[config.mk]
export PLATFORM = sky130hd
export DESIGN_NAME = breath_cycle_sequencer_flat
export DESIGN_NICKNAME = d
export VERILOG_FILES = /design/src/bcs_pkg.sv /design/src/bcs_if.sv /design/src/breath_cycle_sequencer.sv /design/src/flat_wrapper.sv
export SDC_FILE = /design/constraint.sdc
export NUM_CORES = 1
export LEC_CHECK = 0
export BUFFER_PORTS_ARGS = -buffer_cell sky130_fd_sc_hd__buf_2
export CAP_MARGIN = 20
export CORE_MARGIN = 1.5
export CORE_UTILIZATION = 36
export DETAILED_ROUTE_END_ITERATION = 7
export GPL_TIMING_DRIVEN = 0
export PLACE_DENSITY = 0.65
export SLEW_MARGIN = 20
export SYNTH_ARGS = -nofsm -noshare
export SYNTH_HDL_FRONTEND = slang
export SYNTH_SLANG_ARGS = --single-unit
export TNS_END_PERCENT = 20
[constraint.sdc]
create_clock -name clock -period 9.7 [get_ports clock]
set_input_delay 0.97 -clock clock [delete_from_list [all_inputs] [get_ports clock]]
set_output_delay 0.97 -clock clock [all_outputs]
set_load 0.005 [all_outputs]
[src/bcs_pkg.sv]
// ----------------------------------------------------------------------------
// bcs_pkg: breath cycle sequencer shared definitions
// Item layouts, phase codes, inspiration kinds, register indexes and the
// backup period lookup table.
// ----------------------------------------------------------------------------
package bcs_pkg;

   localparam int FIELD_BITS     = 16;
   localparam int RATE_BITS      = 6;
   localparam int CSR_INDEX_BITS = 1;
   localparam int CSR_DATA_BITS  = 16;
   localparam int PHASE_BITS     = 3;
   localparam int KIND_BITS      = 2;

   // register indexes
   localparam logic [CSR_INDEX_BITS-1:0] CSR_BACKUP_RATE = 1'b0;
   localparam logic [CSR_INDEX_BITS-1:0] CSR_APNEA_TIME  = 1'b1;

   // inspiration kinds
   localparam logic [KIND_BITS-1:0] INSP_NONE    = 2'd0;
   localparam logic [KIND_BITS-1:0] INSP_PATIENT = 2'd1;
   localparam logic [KIND_BITS-1:0] INSP_CONTROL = 2'd2;

   // reported phase codes
   localparam logic [PHASE_BITS-1:0] CODE_ENTRY       = 3'd0;
   localparam logic [PHASE_BITS-1:0] CODE_ASSIST_EXH  = 3'd1;
   localparam logic [PHASE_BITS-1:0] CODE_ASSIST_INSP = 3'd2;
   localparam logic [PHASE_BITS-1:0] CODE_CTRL_INSP   = 3'd3;
   localparam logic [PHASE_BITS-1:0] CODE_CTRL_EXH    = 3'd4;

   localparam logic [RATE_BITS-1:0]  RESET_RATE  = 6'd12;
   localparam logic [FIELD_BITS-1:0] RESET_APNEA = 16'd20000;

   typedef enum logic [4:0] {
      PH_ENTRY       = 5'b00001,
      PH_ASSIST_EXH  = 5'b00010,
      PH_ASSIST_INSP = 5'b00100,
      PH_CTRL_INSP   = 5'b01000,
      PH_CTRL_EXH    = 5'b10000
   } phase_type;

   typedef struct packed {
      logic                  enter_mode;
      logic                  prior_exhale_done;
      logic                  insp_trigger;
      logic                  exp_trigger;
      logic [FIELD_BITS-1:0] ti_min_ms;
      logic [FIELD_BITS-1:0] ti_max_ms;
      logic                  high_pressure;
      logic                  adjusting;
      logic                  backup_off;
      logic                  insp_sens_off;
   } req_item_type;

   typedef struct packed {
      logic [KIND_BITS-1:0]  insp_type;
      logic [PHASE_BITS-1:0] phase_now;
      logic [FIELD_BITS-1:0] ti_measured;
      logic                  ti_valid;
      logic [FIELD_BITS-1:0] te_measured;
      logic                  te_valid;
      logic                  copy_settings;
      logic                  clear_peak_flow;
   } rsp_item_type;

   // 60000 / rate, a rate of zero taken as one
   localparam logic [FIELD_BITS-1:0] PERIOD_TABLE [0:63] = '{
      16'd60000, 16'd60000, 16'd30000, 16'd20000, 16'd15000, 16'd12000, 16'd10000, 16'd8571,
      16'd7500,  16'd6666,  16'd6000,  16'd5454,  16'd5000,  16'd4615,  16'd4285,  16'd4000,
      16'd3750,  16'd3529,  16'd3333,  16'd3157,  16'd3000,  16'd2857,  16'd2727,  16'd2608,
      16'd2500,  16'd2400,  16'd2307,  16'd2222,  16'd2142,  16'd2068,  16'd2000,  16'd1935,
      16'd1875,  16'd1818,  16'd1764,  16'd1714,  16'd1666,  16'd1621,  16'd1578,  16'd1538,
      16'd1500,  16'd1463,  16'd1428,  16'd1395,  16'd1363,  16'd1333,  16'd1304,  16'd1276,
      16'd1250,  16'd1224,  16'd1200,  16'd1176,  16'd1153,  16'd1132,  16'd1111,  16'd1090,
      16'd1071,  16'd1052,  16'd1034,  16'd1016,  16'd1000,  16'd983,   16'd967,   16'd952
   };

endpackage

[src/bcs_if.sv]
// ----------------------------------------------------------------------------
// bcs_if: breath cycle sequencer channels
// Tick request channel, result channel and register write channel.
// ----------------------------------------------------------------------------
interface bcs_req_if;
   import bcs_pkg::*;

   logic                  valid;
   logic                  ready;
   logic                  enter_mode;
   logic                  prior_exhale_done;
   logic                  insp_trigger;
   logic                  exp_trigger;
   logic [FIELD_BITS-1:0] ti_min_ms;
   logic [FIELD_BITS-1:0] ti_max_ms;
   logic                  high_pressure;
   logic                  adjusting;
   logic                  backup_off;
   logic                  insp_sens_off;

   modport source (
      output valid, enter_mode, prior_exhale_done, insp_trigger, exp_trigger,
             ti_min_ms, ti_max_ms, high_pressure, adjusting, backup_off, insp_sens_off,
      input  ready
   );
   modport sink (
      input  valid, enter_mode, prior_exhale_done, insp_trigger, exp_trigger,
             ti_min_ms, ti_max_ms, high_pressure, adjusting, backup_off, insp_sens_off,
      output ready
   );
endinterface

interface bcs_rsp_if;
   import bcs_pkg::*;

   logic                  valid;
   logic                  ready;
   logic [KIND_BITS-1:0]  insp_type;
   logic [PHASE_BITS-1:0] phase_now;
   logic [FIELD_BITS-1:0] ti_measured;
   logic                  ti_valid;
   logic [FIELD_BITS-1:0] te_measured;
   logic                  te_valid;
   logic                  copy_settings;
   logic                  clear_peak_flow;

   modport source (
      output valid, insp_type, phase_now, ti_measured, ti_valid, te_measured, te_valid,
             copy_settings, clear_peak_flow,
      input  ready
   );
   modport sink (
      input  valid, insp_type, phase_now, ti_measured, ti_valid, te_measured, te_valid,
             copy_settings, clear_peak_flow,
      output ready
   );
endinterface

interface bcs_csr_if;
   import bcs_pkg::*;

   logic                      valid;
   logic                      ready;
   logic [CSR_INDEX_BITS-1:0] index;
   logic [CSR_DATA_BITS-1:0]  data;

   modport source (output valid, index, data, input ready);
   modport sink   (input valid, index, data, output ready);
endinterface

[src/breath_cycle_sequencer.sv]
// ----------------------------------------------------------------------------
// breath_cycle_sequencer: five-phase breath cycle stepper
// One millisecond tick item in, one status item out per tick.
// ----------------------------------------------------------------------------
// Accepts one tick item every clock cycle while the result side takes items,
// and returns one result item per tick: the tick is held in an input
// register, stepped through the phase logic and counters, and held in a result
// register until taken. While a result waits, the input register takes at most
// one more item and then holds it, so the sustained rate is one item per cycle
// whenever the result side takes items. Register writes are always ready; a
// backup rate write looks up the backup period in a 64-entry table in the same
// cycle. Elapsed counters are COUNT_BITS wide, saturate at their maximum, and
// reported durations clip at 65535.
// ----------------------------------------------------------------------------
module breath_cycle_sequencer #(
   parameter int COUNT_BITS = 16
) (
   input  logic clock,
   input  logic reset,
   bcs_req_if.sink   req_bus,
   bcs_rsp_if.source rsp_bus,
   bcs_csr_if.sink   csr_bus
);
   import bcs_pkg::*;

   localparam int CMP_BITS = (COUNT_BITS > FIELD_BITS) ? COUNT_BITS : FIELD_BITS;

   function automatic logic [COUNT_BITS-1:0] sat_inc(input logic [COUNT_BITS-1:0] c);
      return (c == '1) ? c : c + 1'b1;
   endfunction

   function automatic logic [FIELD_BITS-1:0] clip(input logic [COUNT_BITS-1:0] c);
      logic [CMP_BITS-1:0] wide;
      wide = CMP_BITS'(c);
      return (wide > CMP_BITS'({FIELD_BITS{1'b1}})) ? {FIELD_BITS{1'b1}} : wide[FIELD_BITS-1:0];
   endfunction

   req_item_type          in_ff;
   logic                  in_valid_ff;
   rsp_item_type          rsp_ff, rsp_in;
   logic                  rsp_valid_ff;

   phase_type             phase_ff, phase_in, cur_phase;
   logic                  done_ff, done_in, cur_done;
   logic                  prev_boff_ff;
   logic                  memo_ff, memo_in;
   logic [COUNT_BITS-1:0] exh_ff, exh_in, exh_inc;
   logic [COUNT_BITS-1:0] inh_ff, inh_in, inh_inc;
   logic [COUNT_BITS-1:0] per_ff, per_in, per_inc;
   logic [COUNT_BITS-1:0] ti_hold_ff, ti_hold_in;
   logic [COUNT_BITS-1:0] te_hold_ff, te_hold_in;
   logic [FIELD_BITS-1:0] period_ff;
   logic [FIELD_BITS-1:0] apnea_ff;

   logic advance, req_take, csr_take;
   logic boff_rise, trig, timeout, insp_end;

   assign advance  = in_valid_ff && (!rsp_valid_ff || rsp_bus.ready);
   assign req_take = req_bus.valid && req_bus.ready;
   assign csr_take = csr_bus.valid && csr_bus.ready;

   assign req_bus.ready = !in_valid_ff || advance;
   assign csr_bus.ready = 1'b1;

   always_comb begin
      exh_inc   = sat_inc(exh_ff);
      inh_inc   = sat_inc(inh_ff);
      per_inc   = sat_inc(per_ff);
      cur_phase = in_ff.enter_mode ? PH_ENTRY : phase_ff;
      cur_done  = in_ff.enter_mode ? in_ff.prior_exhale_done : done_ff;
      boff_rise = !prev_boff_ff && in_ff.backup_off;
      trig      = in_ff.insp_trigger && !in_ff.insp_sens_off
                  && !(in_ff.adjusting && memo_ff);
      timeout   = (cur_phase == PH_ASSIST_EXH)
                  ? (!in_ff.backup_off && CMP_BITS'(exh_inc) >= CMP_BITS'(apnea_ff))
                  : ((!in_ff.backup_off && CMP_BITS'(per_inc) >= CMP_BITS'(period_ff))
                     || boff_rise);
      insp_end  = (in_ff.exp_trigger && CMP_BITS'(inh_inc) >= CMP_BITS'(in_ff.ti_min_ms))
                  || CMP_BITS'(inh_inc) >= CMP_BITS'(in_ff.ti_max_ms)
                  || in_ff.high_pressure;

      phase_in   = cur_phase;
      done_in    = cur_done;
      memo_in    = memo_ff;
      exh_in     = exh_inc;
      inh_in     = inh_inc;
      per_in     = per_inc;
      ti_hold_in = ti_hold_ff;
      te_hold_in = te_hold_ff;
      rsp_in     = '0;
      rsp_in.insp_type = INSP_NONE;

      case (cur_phase)
         PH_ENTRY: begin
            if (!cur_done) begin
               exh_in   = '0;
               phase_in = PH_ASSIST_EXH;
            end else begin
               inh_in               = '0;
               rsp_in.insp_type     = INSP_PATIENT;
               rsp_in.copy_settings = 1'b1;
               phase_in             = PH_ASSIST_INSP;
            end
            rsp_in.clear_peak_flow = 1'b1;
         end
         PH_ASSIST_EXH, PH_CTRL_EXH: begin
            if (trig) begin
               rsp_in.insp_type = INSP_PATIENT;
               done_in          = 1'b1;
               phase_in         = PH_ASSIST_INSP;
            end else if (timeout) begin
               rsp_in.insp_type = INSP_CONTROL;
               done_in          = 1'b1;
               phase_in         = PH_CTRL_INSP;
            end
            if (cur_phase == PH_ASSIST_EXH && !in_ff.adjusting) begin
               memo_in = in_ff.insp_sens_off;
            end
            if (done_in) begin
               te_hold_in           = exh_inc;
               rsp_in.te_valid      = 1'b1;
               inh_in               = '0;
               per_in               = '0;
               rsp_in.copy_settings = 1'b1;
            end
            rsp_in.clear_peak_flow = 1'b1;
         end
         PH_ASSIST_INSP, PH_CTRL_INSP: begin
            if (insp_end) begin
               ti_hold_in      = inh_inc;
               rsp_in.ti_valid = 1'b1;
               exh_in          = '0;
               done_in         = 1'b0;
               phase_in        = (cur_phase == PH_ASSIST_INSP) ? PH_ASSIST_EXH : PH_CTRL_EXH;
            end
         end
         default: begin
            phase_in               = PH_CTRL_EXH;
            rsp_in.clear_peak_flow = 1'b1;
         end
      endcase

      case (phase_in)
         PH_ENTRY:       rsp_in.phase_now = CODE_ENTRY;
         PH_ASSIST_EXH:  rsp_in.phase_now = CODE_ASSIST_EXH;
         PH_ASSIST_INSP: rsp_in.phase_now = CODE_ASSIST_INSP;
         PH_CTRL_INSP:   rsp_in.phase_now = CODE_CTRL_INSP;
         default:        rsp_in.phase_now = CODE_CTRL_EXH;
      endcase
      rsp_in.ti_measured = clip(ti_hold_in);
      rsp_in.te_measured = clip(te_hold_in);
   end

   // input register
   always_ff @(posedge clock) begin
      if (reset) begin
         in_valid_ff <= 1'b0;
      end else if (req_take) begin
         in_valid_ff <= 1'b1;
      end else if (advance) begin
         in_valid_ff <= 1'b0;
      end
      if (req_take) begin
         in_ff.enter_mode        <= req_bus.enter_mode;
         in_ff.prior_exhale_done <= req_bus.prior_exhale_done;
         in_ff.insp_trigger      <= req_bus.insp_trigger;
         in_ff.exp_trigger       <= req_bus.exp_trigger;
         in_ff.ti_min_ms         <= req_bus.ti_min_ms;
         in_ff.ti_max_ms         <= req_bus.ti_max_ms;
         in_ff.high_pressure     <= req_bus.high_pressure;
         in_ff.adjusting         <= req_bus.adjusting;
         in_ff.backup_off        <= req_bus.backup_off;
         in_ff.insp_sens_off     <= req_bus.insp_sens_off;
      end
   end

   // result register
   always_ff @(posedge clock) begin
      if (reset) begin
         rsp_valid_ff <= 1'b0;
      end else if (advance) begin
         rsp_valid_ff <= 1'b1;
      end else if (rsp_bus.ready) begin
         rsp_valid_ff <= 1'b0;
      end
      if (advance) begin
         rsp_ff <= rsp_in;
      end
   end

   // breath state
   always_ff @(posedge clock) begin
      if (reset) begin
         phase_ff     <= PH_ENTRY;
         done_ff      <= 1'b0;
         prev_boff_ff <= 1'b0;
         memo_ff      <= 1'b0;
         exh_ff       <= '0;
         inh_ff       <= '0;
         per_ff       <= '0;
         ti_hold_ff   <= '0;
         te_hold_ff   <= '0;
      end else if (advance) begin
         phase_ff     <= phase_in;
         done_ff      <= done_in;
         prev_boff_ff <= in_ff.backup_off;
         memo_ff      <= memo_in;
         exh_ff       <= exh_in;
         inh_ff       <= inh_in;
         per_ff       <= per_in;
         ti_hold_ff   <= ti_hold_in;
         te_hold_ff   <= te_hold_in;
      end
   end

   // registers
   always_ff @(posedge clock) begin
      if (reset) begin
         period_ff <= PERIOD_TABLE[RESET_RATE];
         apnea_ff  <= RESET_APNEA;
      end else if (csr_take) begin
         case (csr_bus.index)
            CSR_BACKUP_RATE: period_ff <= PERIOD_TABLE[csr_bus.data[RATE_BITS-1:0]];
            CSR_APNEA_TIME:  apnea_ff  <= csr_bus.data[FIELD_BITS-1:0];
            default: begin
            end
         endcase
      end
   end

   assign rsp_bus.valid           = rsp_valid_ff;
   assign rsp_bus.insp_type       = rsp_ff.insp_type;
   assign rsp_bus.phase_now       = rsp_ff.phase_now;
   assign rsp_bus.ti_measured     = rsp_ff.ti_measured;
   assign rsp_bus.ti_valid        = rsp_ff.ti_valid;
   assign rsp_bus.te_measured     = rsp_ff.te_measured;
   assign rsp_bus.te_valid        = rsp_ff.te_valid;
   assign rsp_bus.copy_settings   = rsp_ff.copy_settings;
   assign rsp_bus.clear_peak_flow = rsp_ff.clear_peak_flow;

   a_step_gives_result: assert property (@(posedge clock) disable iff (reset)
      advance |=> rsp_valid_ff)
      else $error("stepped item produced no result");

   a_ti_ends_insp: assert property (@(posedge clock) disable iff (reset)
      rsp_valid_ff && rsp_ff.ti_valid |->
         (rsp_ff.phase_now == CODE_ASSIST_EXH || rsp_ff.phase_now == CODE_CTRL_EXH))
      else $error("ti strobe outside an exhalation phase");

   a_te_copies: assert property (@(posedge clock) disable iff (reset)
      rsp_valid_ff && rsp_ff.te_valid |-> rsp_ff.copy_settings && !rsp_ff.ti_valid)
      else $error("te strobe without settings copy");

   a_kind_phase: assert property (@(posedge clock) disable iff (reset)
      rsp_valid_ff && rsp_ff.insp_type != INSP_NONE |->
         ((rsp_ff.insp_type == INSP_PATIENT && rsp_ff.phase_now == CODE_ASSIST_INSP)
          || (rsp_ff.insp_type == INSP_CONTROL && rsp_ff.phase_now == CODE_CTRL_INSP)))
      else $error("inspiration kind disagrees with phase");

endmodule
[src/flat_wrapper.sv]
// flat-port wrapper written by rule: the top's interface ports become plain ports
module breath_cycle_sequencer_flat import bcs_pkg::*;
#(
   parameter int COUNT_BITS = 16
)
  (clock, reset, req_bus_valid, req_bus_enter_mode, req_bus_prior_exhale_done, req_bus_insp_trigger, req_bus_exp_trigger, req_bus_ti_min_ms, req_bus_ti_max_ms, req_bus_high_pressure, req_bus_adjusting, req_bus_backup_off, req_bus_insp_sens_off, req_bus_ready, rsp_bus_valid, rsp_bus_insp_type, rsp_bus_phase_now, rsp_bus_ti_measured, rsp_bus_ti_valid, rsp_bus_te_measured, rsp_bus_te_valid, rsp_bus_copy_settings, rsp_bus_clear_peak_flow, rsp_bus_ready, csr_bus_valid, csr_bus_index, csr_bus_data, csr_bus_ready);
  bcs_req_if req_bus_i ();
  bcs_rsp_if rsp_bus_i ();
  bcs_csr_if csr_bus_i ();
  input  logic clock;
  input  logic reset;
  input wire logic [$bits(req_bus_i.valid)-1:0] req_bus_valid;
  input wire logic [$bits(req_bus_i.enter_mode)-1:0] req_bus_enter_mode;
  input wire logic [$bits(req_bus_i.prior_exhale_done)-1:0] req_bus_prior_exhale_done;
  input wire logic [$bits(req_bus_i.insp_trigger)-1:0] req_bus_insp_trigger;
  input wire logic [$bits(req_bus_i.exp_trigger)-1:0] req_bus_exp_trigger;
  input wire logic [$bits(req_bus_i.ti_min_ms)-1:0] req_bus_ti_min_ms;
  input wire logic [$bits(req_bus_i.ti_max_ms)-1:0] req_bus_ti_max_ms;
  input wire logic [$bits(req_bus_i.high_pressure)-1:0] req_bus_high_pressure;
  input wire logic [$bits(req_bus_i.adjusting)-1:0] req_bus_adjusting;
  input wire logic [$bits(req_bus_i.backup_off)-1:0] req_bus_backup_off;
  input wire logic [$bits(req_bus_i.insp_sens_off)-1:0] req_bus_insp_sens_off;
  output wire logic [$bits(req_bus_i.ready)-1:0] req_bus_ready;
  output wire logic [$bits(rsp_bus_i.valid)-1:0] rsp_bus_valid;
  output wire logic [$bits(rsp_bus_i.insp_type)-1:0] rsp_bus_insp_type;
  output wire logic [$bits(rsp_bus_i.phase_now)-1:0] rsp_bus_phase_now;
  output wire logic [$bits(rsp_bus_i.ti_measured)-1:0] rsp_bus_ti_measured;
  output wire logic [$bits(rsp_bus_i.ti_valid)-1:0] rsp_bus_ti_valid;
  output wire logic [$bits(rsp_bus_i.te_measured)-1:0] rsp_bus_te_measured;
  output wire logic [$bits(rsp_bus_i.te_valid)-1:0] rsp_bus_te_valid;
  output wire logic [$bits(rsp_bus_i.copy_settings)-1:0] rsp_bus_copy_settings;
  output wire logic [$bits(rsp_bus_i.clear_peak_flow)-1:0] rsp_bus_clear_peak_flow;
  input wire logic [$bits(rsp_bus_i.ready)-1:0] rsp_bus_ready;
  input wire logic [$bits(csr_bus_i.valid)-1:0] csr_bus_valid;
  input wire logic [$bits(csr_bus_i.index)-1:0] csr_bus_index;
  input wire logic [$bits(csr_bus_i.data)-1:0] csr_bus_data;
  output wire logic [$bits(csr_bus_i.ready)-1:0] csr_bus_ready;
  assign req_bus_i.valid = req_bus_valid;
  assign req_bus_i.enter_mode = req_bus_enter_mode;
  assign req_bus_i.prior_exhale_done = req_bus_prior_exhale_done;
  assign req_bus_i.insp_trigger = req_bus_insp_trigger;
  assign req_bus_i.exp_trigger = req_bus_exp_trigger;
  assign req_bus_i.ti_min_ms = req_bus_ti_min_ms;
  assign req_bus_i.ti_max_ms = req_bus_ti_max_ms;
  assign req_bus_i.high_pressure = req_bus_high_pressure;
  assign req_bus_i.adjusting = req_bus_adjusting;
  assign req_bus_i.backup_off = req_bus_backup_off;
  assign req_bus_i.insp_sens_off = req_bus_insp_sens_off;
  assign req_bus_ready = req_bus_i.ready;
  assign rsp_bus_valid = rsp_bus_i.valid;
  assign rsp_bus_insp_type = rsp_bus_i.insp_type;
  assign rsp_bus_phase_now = rsp_bus_i.phase_now;
  assign rsp_bus_ti_measured = rsp_bus_i.ti_measured;
  assign rsp_bus_ti_valid = rsp_bus_i.ti_valid;
  assign rsp_bus_te_measured = rsp_bus_i.te_measured;
  assign rsp_bus_te_valid = rsp_bus_i.te_valid;
  assign rsp_bus_copy_settings = rsp_bus_i.copy_settings;
  assign rsp_bus_clear_peak_flow = rsp_bus_i.clear_peak_flow;
  assign rsp_bus_i.ready = rsp_bus_ready;
  assign csr_bus_i.valid = csr_bus_valid;
  assign csr_bus_i.index = csr_bus_index;
  assign csr_bus_i.data = csr_bus_data;
  assign csr_bus_ready = csr_bus_i.ready;
  breath_cycle_sequencer #(.COUNT_BITS(COUNT_BITS)) u_core (.clock(clock), .reset(reset), .req_bus(req_bus_i), .rsp_bus(rsp_bus_i), .csr_bus(csr_bus_i));
endmodule
# After elaboration in Yosys (flattened, before gate mapping)
# Memory sizes are Yosys's and may differ from the RTL's. A register that Yosys moved wholly into a read port is not among the register bits.
# Cells that the tools add are included.
dict set report word_totals {
  rom_bits 1024
  input_bits 62
  out_inout_bits 44
  wordCells 126
  register_bits 187
  n_memories 1
}
# memory words word_bits read_ports rd_clocked_by_memory_dff wr line_no
set memory_table {}
lappend memory_table {{(name not given)} 64 16 1 1 0 breath_cycle_sequencer.sv:223} ;# CSR_BACKUP_RATE: period_ff <= PERIOD_TABLE[csr_bus.data[RATE_BITS-1:0]];
dict set report classes {
  n_mux 43
  n_bitwise 2
  n_eq_ne 12
  order_cmp 6
  addsub 3
  reduce_logical 29
}
# op count
set ops {}
lappend ops {{16-bit 2-to-1 mux} 13}
lappend ops {{16-bit >= comparator} 4}
lappend ops {{16-bit case mux with 2 select lines} 2}
lappend ops {{16-bit by 1-bit adder with 16-bit output (second input constant)} 3}
lappend ops {{16-bit equality test (second input constant)} 3}
lappend ops {{16-bit greater-than comparator (second input constant)} 2}
lappend ops {{5-bit 2-to-1 mux} 5}
lappend ops {{5-bit case mux with 3 select lines} 1}
lappend ops {{1-bit 2-to-1 mux} 14}
lappend ops {{3-bit case mux with 4 select lines} 1}
lappend ops {{5-bit by 1-bit equality test with 1-bit output (second input constant)} 2}
lappend ops {{5-bit by 2-bit equality test with 1-bit output (second input constant)} 2}
lappend ops {{5-bit by 3-bit equality test with 1-bit output (second input constant)} 2}
lappend ops {{5-bit by 4-bit equality test with 1-bit output (second input constant)} 2}
lappend ops {{1-bit logical AND} 10}
lappend ops {{1-bit zero test} 7}
lappend ops {{6-bit inverter with 7-bit output} 1}
lappend ops {{2-bit 2-to-1 mux} 3}
lappend ops {{5-bit equality test (second input constant)} 1}
lappend ops {{1-bit logical OR} 5}
lappend ops {{1-bit case mux with 2 select lines} 2}
lappend ops {{2-bit case mux with 2 select lines} 1}
lappend ops {{2-bit AND reduction} 2}
lappend ops {{2-bit nonzero test} 2}
lappend ops {{4 further kinds} 5}

# Longest topological paths before layout
dict set report depth {
  depth_word 12
  ltp_mapped 20
  depth_no_buf 18
}

# Least setup slack after synthesis
# OpenSTA, ideal clock, no wires.
dict set report synth_path {
  path_kind {reg-to-reg}
  startpoint {register u_core.inh_ff[0]}
  endpoint {register u_core.rsp_ff, in the netlist u_core.rsp_bus.ti_measured[14], data pin}
  setup_time_ns 0.260
  path_stages_with_launch 19
  setup_slack_ns 5.292
  required_ns 9.440
  arrival_ns 4.148
  path_buffers 2
  path_cell_list {dfxtp_1 -> ha_1 -> nand3_1 -> nor4_1 -> nand2_1 -> or2_2 -> clkbuf_1 -> and3_1 -> nand3_1 -> xor2_1 -> inv_1 -> ha_1 -> a21oi_1 -> o21ai_0 -> a2111oi_0 -> a21oi_1 -> o21ai_1 -> clkbuf_1 -> mux2_2}
}
dict set report synth_between {
  elab_chain_cells 9
}
# element line_no
set synth_rtl {}
lappend synth_rtl {{start: declaration} breath_cycle_sequencer.sv:48} ;# logic [COUNT_BITS-1:0] inh_ff, inh_in, inh_inc;
lappend synth_rtl {{start signal: assignment} breath_cycle_sequencer.sv:209} ;# inh_ff <= inh_in;
lappend synth_rtl {{16-bit by 1-bit adder with 16-bit output / 16-bit equality test (equally long branches)} breath_cycle_sequencer.sv:29} ;# return (c == '1) ? c : c + 1'b1;
lappend synth_rtl {{16-bit 2-to-1 mux *} breath_cycle_sequencer.sv:29}
lappend synth_rtl {{16-bit >= comparator} breath_cycle_sequencer.sv:78} ;# insp_end = (in_ff.exp_trigger && CMP_BITS'(inh_inc) >= CMP_BITS'(in_ff.ti_min_ms))
lappend synth_rtl {{1-bit logical AND} breath_cycle_sequencer.sv:78}
lappend synth_rtl {{1-bit logical OR} breath_cycle_sequencer.sv:79} ;# || CMP_BITS'(inh_inc) >= CMP_BITS'(in_ff.ti_max_ms)
lappend synth_rtl {{1-bit logical OR} breath_cycle_sequencer.sv:80} ;# || in_ff.high_pressure;
lappend synth_rtl {{16-bit 2-to-1 mux *} breath_cycle_sequencer.sv:129} ;# if (insp_end) begin
lappend synth_rtl {{16-bit 2-to-1 mux *} breath_cycle_sequencer.sv:93} ;# case (cur_phase)
lappend synth_rtl {{via u_core.ti_hold_in[14]} breath_cycle_sequencer.sv:50} ;# logic [COUNT_BITS-1:0] ti_hold_ff, ti_hold_in;
lappend synth_rtl {{16-bit greater-than comparator} breath_cycle_sequencer.sv:35} ;# return (wide > CMP_BITS'({FIELD_BITS{1'b1}})) ? {FIELD_BITS{1'b1}} : wide[FIELD_BITS-1:0];
lappend synth_rtl {{end signal: assignment} breath_cycle_sequencer.sv:187} ;# rsp_ff <= rsp_in;
lappend synth_rtl {{end: declaration} breath_cycle_sequencer.sv:40} ;# rsp_item_type rsp_ff, rsp_in;
# Mark *: on every way through the listed nets, which the timed path passes. The rest lies on a longest branch.
# A chain may end at the register's enable or synchronous reset.

# Worst setup path in the final report
dict set report layout_path {
  startpoint {register u_core.inh_ff[0]}
  endpoint {register u_core.rsp_ff, in the netlist u_core.rsp_bus.ti_measured[2], data pin}
}
# Same word-level chain as after synthesis.

==> results.toml <==
[status]
status = "finished clean"

[route]
wl_met1_mm = 13.7
routed_wirelength_mm = 29.6
drtAntennaViolNets = 0
drt_iter0_drc = 708
highest_layer = "met4"
drc = 0
vias = 9485
first_pass_iters = 5
vias_per_cell = 5.33
wire_per_inst_um = 16.6
route.met2.wl_mm = 13.5
met3_length_mm = 1.67

[cts]
post_cts_buffers = 0
cts-root-buf = "clkbuf_16"
hold_buffers = 0
cts_sinks = 203
post_cts_resized = 0
insertion_delay_ns = 0.52
cts_made_buffers = 24
cts_htree_levels = 1
cts_tree = "yes"
clk_transition_reported_paths_ns = 0.07
clock_path_buffers = 3

[timing]
worst_clock_skew_ns = 0.0118
relSlewSlack_pct = 52.9
finalHoldViolations = 0
drv_slew = 0
setup_viol = 0
finalCritPeriodShare_pct = 61.8
finalCriticalPeriod_ns = 5.99
setup_ws_ns = 3.71
rsz0062_at_grt = "false"
max_freq_mhz = 167
hold_ws_ns = 0.454
tightest_slew_ns = 0.688
finalSetupTns_ns = 0

[grt]
grt.overflow.total = 0
grt_max_degree = 51
antenna_found_initial = 0
grt_pass1_vias = 8981
grt_pass1_wl_mm = 47.0
grt_usage_pct = 18.6

[run]
cap_violations = 0

[critical_path]
end_kind = "register"
crit_slowest_cell = "clkbuf_1"
cp-start-kind = "register"
cp_num_buf_inv = 4
path_cells = "ha_1 > nand3_1 > nor4_1 > nand2_1 > or2_2 > clkbuf_1 > and3_1 > nand3_1 > xor2_1 > inv_1 > ha_1 > a21oi_1 > o21ai_0 > a2111oi_0 > a21oi_1 > o21ai_1 > clkbuf_1 > buf_1 > nand2_1 > o21ai_0"
path_delay_family = "compound AO/OA/AOI/OAI gates"
cp.required_ns = 10.02
max_stage_delay_ns = 0.53
cp_data_arrival_time_ns = 6.31
critPathKind = "reg -> reg"
cp_max_fo = 10

[cells_and_area]
area_delta_synth_final_pct = 17.3
layout.nets = 1509
mostFrequentLayoutCells = "nand2_1, dfxtp_1, buf_2"
layout-drive-gt1-share_pct = 13.2
final_common_cell = "nand2_1"
fin_util_pct = 43.3
fill_cells = 2909
final_area_um2 = 12900
fin_cells = 1781
antenna_cells = 0

[synthesis]
async_flop_share_pct = 0
yosys.area.top_type_share_pct = 22.1
synth_seq_cells = 203
syn_nets = 1379
syn_avg_cell_area_um2 = 8.87
synth_area_leaders = "dfxtp_1, edfxtp_1, ha_1"
synth-edff-count = 81
synthDistinctLibCells = 72
yosysTopAreaCell = "dfxtp_1"
yosys_warnings = 0
synthFlopType = "dfxtp_1"
syn_inst = 1243
yosysSeqAreaShare_pct = 44.2
syn_area_um2 = 11000

[placed_design]
port_buffers = 103
gp_congestion = 0.896
dpl_cell_area_um2 = 12100
hpwl_mm = 21.8
dp_cells = 1737
place_ws_ns = 3.86

[power]
p_per_area_nw_per_um2 = 163
ir_worst_vdd_mv = 0.160
p_total_mw = 2.11
leakagePower_nw = 5.25

[die]
core_area_um2 = 29900
die_area_um2 = 31700
initial_utilization_pct = 36.9
fp.dieW_um = 178
rows = 63
die_y_um = 178
io_pins = 106

[hold_path]
hp-class = "reg -> reg"
[logic make-up (layout without fill, tap and decap cells)]
group	after synthesis	after routing	share of synthesized area [%]
AOI/OAI and AO/OA	298	298	17.3
xor gates and xnor gates	40	40	3.18
adders and majority gates	74	74	8.40
buffers and inverters	172	320	6.24
DFF	203	203	44.2
muxes	26	26	2.84
other	1	1	0.0340
and+or+nand+nor	429	429	17.8
[path summary, 6_finish.rpt]
check,start,endpoint,slack (ns),cells past startpoint
hold reg to reg,u_core.period_ff[14],u_core.period_ff[14],0.45,2
setup / recovery,u_core.inh_ff[0],u_core.rsp_bus.ti_measured[2],3.71,20
hold / removal,u_core.period_ff[14],u_core.period_ff[14],0.45,2
setup reg to reg,u_core.inh_ff[0],u_core.rsp_bus.ti_measured[2],3.71,20
[registers in the layout, indices dropped and copies added, names as in the netlist, 2 cells and up]
register	count
u_core.in_ff	40
u_core.apnea_ff	16
u_core.exh_ff	16
u_core.inh_ff	16
u_core.per_ff	16
u_core.period_ff	16
u_core.rsp_bus.te_measured	16
u_core.rsp_bus.ti_measured	16
u_core.te_hold_ff	16
u_core.ti_hold_ff	16
u_core.phase_ff	5
u_core.rsp_bus.phase_now	3
u_core.rsp_bus.insp_type	2
[power breakdown]
part	internal (mW)	switching [mW]
Clock	0.624	0.363
Sequential	0.916	0.0133
Combinational	0.0662	0.123
[cells in the mapped netlist, types with 3 or more instances]
master and n:
nand2_1 176, dfxtp_1 122, inv_1 99, nor2_1 99, edfxtp_1 81, a21oi_1 79, ha_1 74, o21ai_0 74
clkbuf_1 52, nand3_1 41, a211oi_1 39, nor3_1 28, xnor2_1 23, nand4_1 21, xor2_1 17, a22o_1 15
o21ai_1 14, mux2_2 12, mux2i_1 11, a31oi_1 10, nand2b_1 10, nand3b_1 9, and2_1 8, buf_1 8
o211ai_1 8, a21o_1 7, a311oi_1 7, nor4_1 7, and3_1 6, a2111oi_0 5, nor2b_1 5, buf_2 4
buf_4 4, o2111ai_1 4, a221oi_1 3, buf_6 3, mux4_2 3, nand4b_1 3, nor3b_1 3, o21a_1 3
o22ai_1 3, o31ai_1 3, o32ai_1 3, or2_2 3
[tightest hold or removal path, delay by kind of cell (launching register included)]
kind / cells / cell delay (ns)
flip-flops: 1 / 0.31
AO/OA/AOI/OAI: 1 / 0.05
AND/OR/NAND/NOR: 1 / 0.05
[layout make-up]
| class | count | area [µm²] | area share, % |
|---|---|---|---|
| flip-flops and latches | 203 | 4870 | 37.7 |
| repair buffers | 104 | 536 | 4.14 |
| multi-input cells | 868 | 5470 | 42.3 |
| well taps | 390 | 488 | 3.77 |
| inverters | 101 | 379 | 2.93 |
| plain buffers | 71 | 313 | 2.42 |
| clock buffers | 33 | 717 | 5.54 |
| clock inverters | 11 | 163 | 1.26 |
[per-layer routing]
metal	global-route usage (%)	up-vias
met5	0	-
met4	5.50	0
met3	3.18	54
met2	30.3	278
met1	25.2	4474
li1	-	4679
Note: power is estimated with default switching activity, not from simulation.
